**src/rtl/core/hsb_pkg.sv**
```systemverilog
// hsb_pkg: shared types and constants for the hsb to rgb888 converter
// used by every stage module and the top level; depends on nothing else

package hsb_pkg;

  // default fraction width of the rounded channel values
  localparam int unsigned FRAC_BITS_DEF = 16;

  // fixed-point one in q.16 and q.32
  localparam logic [16:0] ONE16 = 17'h1_0000;
  localparam logic [32:0] ONE32 = 33'h1_0000_0000;

  // hue sector, floor(6*hue)
  typedef enum logic [2:0] {
    SECT_R_Y = 3'd0,
    SECT_Y_G = 3'd1,
    SECT_G_C = 3'd2,
    SECT_C_B = 3'd3,
    SECT_B_M = 3'd4,
    SECT_M_R = 3'd5
  } sector_t;

  // first stage word: sector, clamped brightness and the three first-level products
  typedef struct packed {
    sector_t     sector;
    logic [16:0] v;
    logic [32:0] sf;   // s*f, q.32
    logic [32:0] sg;   // s*(1-f), q.32
    logic [32:0] pv;   // v*(1-s), q.32
  } hsb_s1_t;

  // second stage word: v, p, q and t as exact q.48 values
  typedef struct packed {
    sector_t     sector;
    logic [48:0] v48;
    logic [48:0] p48;
    logic [48:0] q48;
    logic [48:0] t48;
  } hsb_s2_t;

endpackage

```
**src/rtl/core/hsb_if.sv**
```systemverilog
// hsb_if: valid/ready channel interfaces for the hsb to rgb888 converter
// input word carries hue, saturation, brightness; output word carries red, green, blue

interface hsb_in_if;
  logic        valid;
  logic        ready;
  logic [15:0] hue;
  logic [16:0] saturation;
  logic [16:0] brightness;

  modport source (output valid, output hue, output saturation, output brightness,
                  input ready);
  modport sink   (input valid, input hue, input saturation, input brightness,
                  output ready);
endinterface

interface hsb_out_if;
  logic       valid;
  logic       ready;
  logic [7:0] red;
  logic [7:0] green;
  logic [7:0] blue;

  modport source (output valid, output red, output green, output blue, input ready);
  modport sink   (input valid, input red, input green, input blue, output ready);
endinterface

```
**src/rtl/core/hsb_prod.sv**
```systemverilog
// hsb_prod: first pipeline stage, clamps s and v, splits hue into sector and f,
// and forms s*f, s*(1-f) and v*(1-s); depends on hsb_pkg

module hsb_prod import hsb_pkg::*; (
  input  logic        clk,
  input  logic        rst_n,
  input  logic        in_valid,
  output logic        in_ready,
  input  logic [15:0] hue,
  input  logic [16:0] saturation,
  input  logic [16:0] brightness,
  output logic        out_valid,
  input  logic        out_ready,
  output hsb_s1_t     out_data
);

  logic    valid_r;
  hsb_s1_t data_r;
  hsb_s1_t data_nxt;

  // stage advances when empty or when the next stage takes its word
  assign in_ready  = !valid_r || out_ready;
  assign out_valid = valid_r;
  assign out_data  = data_r;

  // clamp, sector split and first products
  always_comb begin
    logic [16:0] s_c;
    logic [16:0] v_c;
    logic [18:0] x6;
    logic [16:0] f;
    logic [16:0] fc;
    logic [16:0] sc;
    logic [33:0] sf_full;
    logic [33:0] sg_full;
    logic [33:0] pv_full;
    s_c     = (saturation > ONE16) ? ONE16 : saturation;
    v_c     = (brightness > ONE16) ? ONE16 : brightness;
    x6      = {1'b0, hue, 2'b00} + {2'b00, hue, 1'b0};
    f       = {1'b0, x6[15:0]};
    fc      = ONE16 - f;
    sc      = ONE16 - s_c;
    sf_full = 34'(s_c) * 34'(f);
    sg_full = 34'(s_c) * 34'(fc);
    pv_full = 34'(v_c) * 34'(sc);
    data_nxt.sector = sector_t'(x6[18:16]);
    data_nxt.v      = v_c;
    data_nxt.sf     = sf_full[32:0];
    data_nxt.sg     = sg_full[32:0];
    data_nxt.pv     = pv_full[32:0];
  end

  // valid bit
  always_ff @(posedge clk) begin
    if (!rst_n) begin
      valid_r <= 1'b0;
    end else if (in_ready) begin
      valid_r <= in_valid;
    end
  end

  // payload
  always_ff @(posedge clk) begin
    if (in_ready && in_valid) begin
      data_r <= data_nxt;
    end
  end

endmodule

```
**src/rtl/core/hsb_mul.sv**
```systemverilog
// hsb_mul: second pipeline stage, forms v, p, q and t as exact q.48 values
// depends on hsb_pkg

module hsb_mul import hsb_pkg::*; (
  input  logic    clk,
  input  logic    rst_n,
  input  logic    in_valid,
  output logic    in_ready,
  input  hsb_s1_t in_data,
  output logic    out_valid,
  input  logic    out_ready,
  output hsb_s2_t out_data
);

  logic    valid_r;
  hsb_s2_t data_r;
  hsb_s2_t data_nxt;

  assign in_ready  = !valid_r || out_ready;
  assign out_valid = valid_r;
  assign out_data  = data_r;

  // q = v*(1-s*f), t = v*(1-s*(1-f)), both at most 1.0 in q.48
  always_comb begin
    logic [32:0] dq;
    logic [32:0] dt;
    logic [49:0] q_full;
    logic [49:0] t_full;
    dq     = ONE32 - in_data.sf;
    dt     = ONE32 - in_data.sg;
    q_full = 50'(in_data.v) * 50'(dq);
    t_full = 50'(in_data.v) * 50'(dt);
    data_nxt.sector = in_data.sector;
    data_nxt.v48    = {in_data.v, 32'h0};
    data_nxt.p48    = {in_data.pv, 16'h0};
    data_nxt.q48    = q_full[48:0];
    data_nxt.t48    = t_full[48:0];
  end

  always_ff @(posedge clk) begin
    if (!rst_n) begin
      valid_r <= 1'b0;
    end else if (in_ready) begin
      valid_r <= in_valid;
    end
  end

  always_ff @(posedge clk) begin
    if (in_ready && in_valid) begin
      data_r <= data_nxt;
    end
  end

endmodule

```
**src/rtl/core/hsb_route.sv**
```systemverilog
// hsb_route: third pipeline stage, rounds v, p, q, t to q.FRAC_BITS and
// steers them to red, green and blue by sector; depends on hsb_pkg

module hsb_route import hsb_pkg::*; #(
  parameter int unsigned FRAC_BITS = FRAC_BITS_DEF
) (
  input  logic                 clk,
  input  logic                 rst_n,
  input  logic                 in_valid,
  output logic                 in_ready,
  input  hsb_s2_t              in_data,
  output logic                 out_valid,
  input  logic                 out_ready,
  output logic [FRAC_BITS:0]   out_r,
  output logic [FRAC_BITS:0]   out_g,
  output logic [FRAC_BITS:0]   out_b
);

  localparam int unsigned SH = 48 - FRAC_BITS;
  localparam logic [49:0] HALF = 50'(1) << (SH - 1);

  logic               valid_r;
  logic [FRAC_BITS:0] r_r, g_r, b_r;
  logic [FRAC_BITS:0] r_nxt, g_nxt, b_nxt;
  logic [49:0]        v_sum, p_sum, q_sum, t_sum;
  logic [FRAC_BITS:0] vq, pq, qq, tq;

  assign in_ready  = !valid_r || out_ready;
  assign out_valid = valid_r;
  assign out_r     = r_r;
  assign out_g     = g_r;
  assign out_b     = b_r;

  // round half up from q.48
  assign v_sum = {1'b0, in_data.v48} + HALF;
  assign p_sum = {1'b0, in_data.p48} + HALF;
  assign q_sum = {1'b0, in_data.q48} + HALF;
  assign t_sum = {1'b0, in_data.t48} + HALF;
  assign vq    = v_sum[SH+FRAC_BITS:SH];
  assign pq    = p_sum[SH+FRAC_BITS:SH];
  assign qq    = q_sum[SH+FRAC_BITS:SH];
  assign tq    = t_sum[SH+FRAC_BITS:SH];

  // sector routing
  always_comb begin
    case (in_data.sector)
      SECT_R_Y: begin r_nxt = vq; g_nxt = tq; b_nxt = pq; end
      SECT_Y_G: begin r_nxt = qq; g_nxt = vq; b_nxt = pq; end
      SECT_G_C: begin r_nxt = pq; g_nxt = vq; b_nxt = tq; end
      SECT_C_B: begin r_nxt = pq; g_nxt = qq; b_nxt = vq; end
      SECT_B_M: begin r_nxt = tq; g_nxt = pq; b_nxt = vq; end
      default:  begin r_nxt = vq; g_nxt = pq; b_nxt = qq; end
    endcase
  end

  always_ff @(posedge clk) begin
    if (!rst_n) begin
      valid_r <= 1'b0;
    end else if (in_ready) begin
      valid_r <= in_valid;
    end
  end

  always_ff @(posedge clk) begin
    if (in_ready && in_valid) begin
      r_r <= r_nxt;
      g_r <= g_nxt;
      b_r <= b_nxt;
    end
  end

endmodule

```
**src/rtl/core/hsb_pack.sv**
```systemverilog
// hsb_pack: last pipeline stage and output register, turns each channel
// into round(255*x) saturated to a byte; depends on hsb_pkg

module hsb_pack import hsb_pkg::*; #(
  parameter int unsigned FRAC_BITS = FRAC_BITS_DEF
) (
  input  logic               clk,
  input  logic               rst_n,
  input  logic               in_valid,
  output logic               in_ready,
  input  logic [FRAC_BITS:0] in_r,
  input  logic [FRAC_BITS:0] in_g,
  input  logic [FRAC_BITS:0] in_b,
  output logic               out_valid,
  input  logic               out_ready,
  output logic [7:0]         red,
  output logic [7:0]         green,
  output logic [7:0]         blue
);

  localparam int unsigned PW = FRAC_BITS + 9;
  localparam logic [PW-1:0] HALF = PW'(1) << (FRAC_BITS - 1);

  logic       valid_r;
  logic [7:0] red_r, green_r, blue_r;
  logic [7:0] red_nxt, green_nxt, blue_nxt;

  // 255*x + half, shifted down and limited to 255
  function automatic logic [7:0] to_byte(input logic [PW-1:0] x);
    logic [PW-1:0] acc;
    logic [8:0]    b;
    acc = (x << 8) - x + HALF;
    b   = acc[FRAC_BITS+8:FRAC_BITS];
    return b[8] ? 8'hff : b[7:0];
  endfunction

  assign in_ready  = !valid_r || out_ready;
  assign out_valid = valid_r;
  assign red       = red_r;
  assign green     = green_r;
  assign blue      = blue_r;

  // byte conversion
  assign red_nxt   = to_byte(PW'(in_r));
  assign green_nxt = to_byte(PW'(in_g));
  assign blue_nxt  = to_byte(PW'(in_b));

  always_ff @(posedge clk) begin
    if (!rst_n) begin
      valid_r <= 1'b0;
    end else if (in_ready) begin
      valid_r <= in_valid;
    end
  end

  always_ff @(posedge clk) begin
    if (in_ready && in_valid) begin
      red_r   <= red_nxt;
      green_r <= green_nxt;
      blue_r  <= blue_nxt;
    end
  end

endmodule

```
**src/rtl/core/hsb_to_rgb888.sv**
```systemverilog
// hsb_to_rgb888: hsb pixel to 8-bit rgb, four register stages
// an accepted input word passes the prod, mul, route and pack registers in order to the output
// throughput: one word per cycle unless the output stalls, each stage holds a word and advances when the next frees
// output stalls back-pressure the chain through per-stage ready, nothing lost or repeated
// reset (rst_n low, synchronous) clears all stage valid bits; payload is not reset
// depends on hsb_pkg, hsb_if and the stage modules hsb_prod, hsb_mul, hsb_route, hsb_pack

module hsb_to_rgb888 import hsb_pkg::*; #(
  parameter int unsigned FRAC_BITS = FRAC_BITS_DEF
) (
  input  logic      clk,
  input  logic      rst_n,
  hsb_in_if.sink    in_ch,
  hsb_out_if.source out_ch
);

  logic               s1_valid, s1_ready;
  hsb_s1_t            s1_data;
  logic               s2_valid, s2_ready;
  hsb_s2_t            s2_data;
  logic               s3_valid, s3_ready;
  logic [FRAC_BITS:0] s3_r, s3_g, s3_b;

  // clamp, sector split, first products
  hsb_prod u_prod (
    .clk        (clk),
    .rst_n      (rst_n),
    .in_valid   (in_ch.valid),
    .in_ready   (in_ch.ready),
    .hue        (in_ch.hue),
    .saturation (in_ch.saturation),
    .brightness (in_ch.brightness),
    .out_valid  (s1_valid),
    .out_ready  (s1_ready),
    .out_data   (s1_data)
  );

  // q.48 values
  hsb_mul u_mul (
    .clk       (clk),
    .rst_n     (rst_n),
    .in_valid  (s1_valid),
    .in_ready  (s1_ready),
    .in_data   (s1_data),
    .out_valid (s2_valid),
    .out_ready (s2_ready),
    .out_data  (s2_data)
  );

  // rounding and sector routing
  hsb_route #(.FRAC_BITS(FRAC_BITS)) u_route (
    .clk       (clk),
    .rst_n     (rst_n),
    .in_valid  (s2_valid),
    .in_ready  (s2_ready),
    .in_data   (s2_data),
    .out_valid (s3_valid),
    .out_ready (s3_ready),
    .out_r     (s3_r),
    .out_g     (s3_g),
    .out_b     (s3_b)
  );

  // byte conversion and output register
  hsb_pack #(.FRAC_BITS(FRAC_BITS)) u_pack (
    .clk       (clk),
    .rst_n     (rst_n),
    .in_valid  (s3_valid),
    .in_ready  (s3_ready),
    .in_r      (s3_r),
    .in_g      (s3_g),
    .in_b      (s3_b),
    .out_valid (out_ch.valid),
    .out_ready (out_ch.ready),
    .red       (out_ch.red),
    .green     (out_ch.green),
    .blue      (out_ch.blue)
  );

endmodule

```
**src/flat_wrapper.sv**
```systemverilog
// flat-port wrapper written by rule: the top's interface ports become plain ports
module hsb_to_rgb888_flat import hsb_pkg::*;
#(
  parameter int unsigned FRAC_BITS = FRAC_BITS_DEF
)
  (clk, rst_n, in_ch_valid, in_ch_hue, in_ch_saturation, in_ch_brightness, in_ch_ready, out_ch_valid, out_ch_red, out_ch_green, out_ch_blue, out_ch_ready);
  hsb_in_if in_ch_i ();
  hsb_out_if out_ch_i ();
  input  logic clk;
  input  logic rst_n;
  input wire logic [$bits(in_ch_i.valid)-1:0] in_ch_valid;
  input wire logic [$bits(in_ch_i.hue)-1:0] in_ch_hue;
  input wire logic [$bits(in_ch_i.saturation)-1:0] in_ch_saturation;
  input wire logic [$bits(in_ch_i.brightness)-1:0] in_ch_brightness;
  output wire logic [$bits(in_ch_i.ready)-1:0] in_ch_ready;
  output wire logic [$bits(out_ch_i.valid)-1:0] out_ch_valid;
  output wire logic [$bits(out_ch_i.red)-1:0] out_ch_red;
  output wire logic [$bits(out_ch_i.green)-1:0] out_ch_green;
  output wire logic [$bits(out_ch_i.blue)-1:0] out_ch_blue;
  input wire logic [$bits(out_ch_i.ready)-1:0] out_ch_ready;
  assign in_ch_i.valid = in_ch_valid;
  assign in_ch_i.hue = in_ch_hue;
  assign in_ch_i.saturation = in_ch_saturation;
  assign in_ch_i.brightness = in_ch_brightness;
  assign in_ch_ready = in_ch_i.ready;
  assign out_ch_valid = out_ch_i.valid;
  assign out_ch_red = out_ch_i.red;
  assign out_ch_green = out_ch_i.green;
  assign out_ch_blue = out_ch_i.blue;
  assign out_ch_i.ready = out_ch_ready;
  hsb_to_rgb888 #(.FRAC_BITS(FRAC_BITS)) u_core (.clk(clk), .rst_n(rst_n), .in_ch(in_ch_i), .out_ch(out_ch_i));
endmodule
```
**config.mk**
```make
export PLATFORM = sky130hd
export DESIGN_NAME = hsb_to_rgb888_flat
export DESIGN_NICKNAME = d
export VERILOG_FILES = /design/src/rtl/core/hsb_pkg.sv /design/src/rtl/core/hsb_if.sv /design/src/rtl/core/hsb_prod.sv /design/src/rtl/core/hsb_mul.sv /design/src/rtl/core/hsb_route.sv /design/src/rtl/core/hsb_pack.sv /design/src/rtl/core/hsb_to_rgb888.sv /design/src/flat_wrapper.sv
export SDC_FILE = /design/constraint.sdc
export NUM_CORES = 2
export LEC_CHECK = 0
export BUFFER_PORTS_ARGS = -buffer_cell sky130_fd_sc_hd__buf_4
export CORE_UTILIZATION = 45
export CTS_CLUSTER_SIZE = 40
export DETAILED_ROUTE_END_ITERATION = 8
export PLACE_DENSITY = 0.7
export SLEW_MARGIN = 40
export SYNTH_ARGS = -nofsm -noshare
export SYNTH_HDL_FRONTEND = slang
export SYNTH_HIERARCHICAL = 1
export SYNTH_SLANG_ARGS = --single-unit
```
**constraint.sdc**
```tcl
create_clock -name clk -period 17 [get_ports clk]
set_input_delay 0.85 -clock clk [delete_from_list [all_inputs] [get_ports clk]]
set_output_delay 0.85 -clock clk [all_outputs]
set_load 0.02 [all_outputs]
```
==> results.yml <==
outcome:
  status: "completed"
worst_setup_path:
  critPathKind: "in2reg"
  crit_path_start_kind: "input port"
  worstPathMaxFanout: 21
  end_kind: "flip-flop"
  arrival_ps: 10350
  worstPathRequired_ps: 17330
  reg2reg_depth: 29
global_route:
  grt_max_degree: 75
  overflow: 0
  grt_first_pass_wirelength_mm: 344
  grtUsageTotal_pct: 25.7
  grt_util_met1_pct: 34.4
  use_met2_pct: 41.5
  antenna_found_initial: 7
  grt_pass1_vias: 62400
  met3_usage_pct: 5.32
  grt_busiest_layer: "met2"
floorplan:
  io_pins: 80
  initial_core_util_pct: 45.5
  placement_rows: 150
  die_width_um: 414
  die_height_um: 414
  core-area_mm2: 0.168
  die_area_mm2: 0.171
synth:
  yosys_warnings: 6
  syn_area_per_cell_um2: 8.91
  syn_inst: 8564
  synth_area_mm2: 0.0763
sta:
  tns_ps: 0
  max_slew.worst_pin.slew_ps: 904
  period_minus_slack_ps: 10020
  min_period_over_period_pct: 58.9
  drv_slew: 0
  rsz0062_at_grt: "no"
  report.final.hold_viol_count: 0
  clock_skew_ps: 17.3
  timing.fmax_mhz: 99.8
  relSlewSlack_pct: 39.7
  setup_violations: 0
routing:
  drt_iter0_markers: 4501
  drc: 0
  viasPerCell: 5.47
  vias: 58500
  drt-pass1-iter-count: 7
  ant_nets: 0
  drt_wl_total_mm: 215
  wl_per_cell_um: 20.1
clock_tree:
  ctsResizeCount: 0
  tritoncts: "done"
  worstSkewPairLatency_ps: 580
  clock_sinks: 254
  htree_levels: 1
  cts_hold_buffers: 0
  cts_buffer_depth: 3
  cts_made_buffers: 30
  clkTransAtPathRegs_ps: 60
  cts-root-buf: "clkbuf_16"
  post_cts_buffers: 0
final_layout:
  final_cell_mix: "inv_1, fa_1, nand2_1"
  fillers: 15800
  layout_commonest_cell: "inv_1"
  nNetsFinal: 10700
  syn2layout_area_growth_pct: 5.84
  drive_above_1_share_pct: 4.58
placed_design:
  port-buffer-count: 79
  hpwlAfterDp_mm: 167
  globalplace.congestion: 0.994
worst_hold_path:
  hold_depth: 0
  hp-class: "reg2reg"
job:
  cap_violations: 0
==> critical path: stages <==
cell and delay (ps):
buf_4 170, ha_1 250, fa_1 770, nor3_1 590
nand2_1 200, nor3_1 650, nand4_2 290, or4_1 840
or2_1 340, fa_1 480, fa_1 500, inv_1 50
fa_1 510, fa_1 430, fa_1 490, inv_1 50
fa_1 470, inv_1 40, ha_1 340, and4_1 230
and2_1 200, a221o_1 290, a41o_1 270, a31o_2 270
o311ai_0 440, mux2i_1 240, nand2_1 70
==> final timing paths <==
| check | start | end | slack, ps |
|---|---|---|---|
| worst min-delay path | u_core/u_prod/out_data[19] | u_core/u_mul/out_data[133] | 420 |
| worst max-delay path | in_ch_hue[0] | u_core/u_prod/out_data[64] | 6980 |
| worst min register to register | u_core/u_prod/out_data[19] | u_core/u_mul/out_data[133] | 420 |
| worst max register to register | u_core/u_prod/out_data[68] | u_core/u_mul/out_data[92] | 7540 |
==> stage by stage <==
stage / cells / utilization [%] / worst slack (ps) / hold slack [ps] / cell area, um^2
final: 10700 / 48.2 / 6980 / 417 / 80800
after floorplan: 8565 / - / 8100 / 400 / 76300
after detailed placement: 10600 / 47.5 / 6480 / 405 / 79800
after global placement: 10600 / 47.4 / 6770 / 403 / 79500
after global routing: 10700 / 48.2 / 6620 / 426 / 80800
after CTS: 10700 / 48.1 / 7120 / 418 / 80700
==> area by class of cell <==
class / instances / area [um^2] / area share, %
timing repair buffer: 213 / 1670 / 2.07
sequential: 254 / 7590 / 9.39
antenna: 3 / 7.51 / 0.00929
multi-input combinational: 6061 / 60700 / 75.2
clock buffer: 39 / 806 / 0.997
tap: 2204 / 2760 / 3.41
inverter: 1893 / 7110 / 8.79
clock inverter: 15 / 118 / 0.146
==> per-layer routing <==
metal	wire (um)	up-vias
li1	-	25700
met1	88600	29600
met2	98100	2618
met3	20400	507
met4	7760	0
met5	0	-
==> registers in the layout, indices dropped and copies added (netlist names), 8 cells and up <==
register,cells
u_core/u_route/out_g,17
u_core/u_mul/out_data,74
u_core/u_route/out_r,17
u_core/u_route/out_b,17
u_core/u_pack/red,8
u_core/u_pack/green,8
u_core/u_prod/out_data,101
u_core/u_pack/blue,8
Power is left out: the tool's default activity adds up to more than one toggle a clock period on the data nets, which glitch-free logic cannot reach.
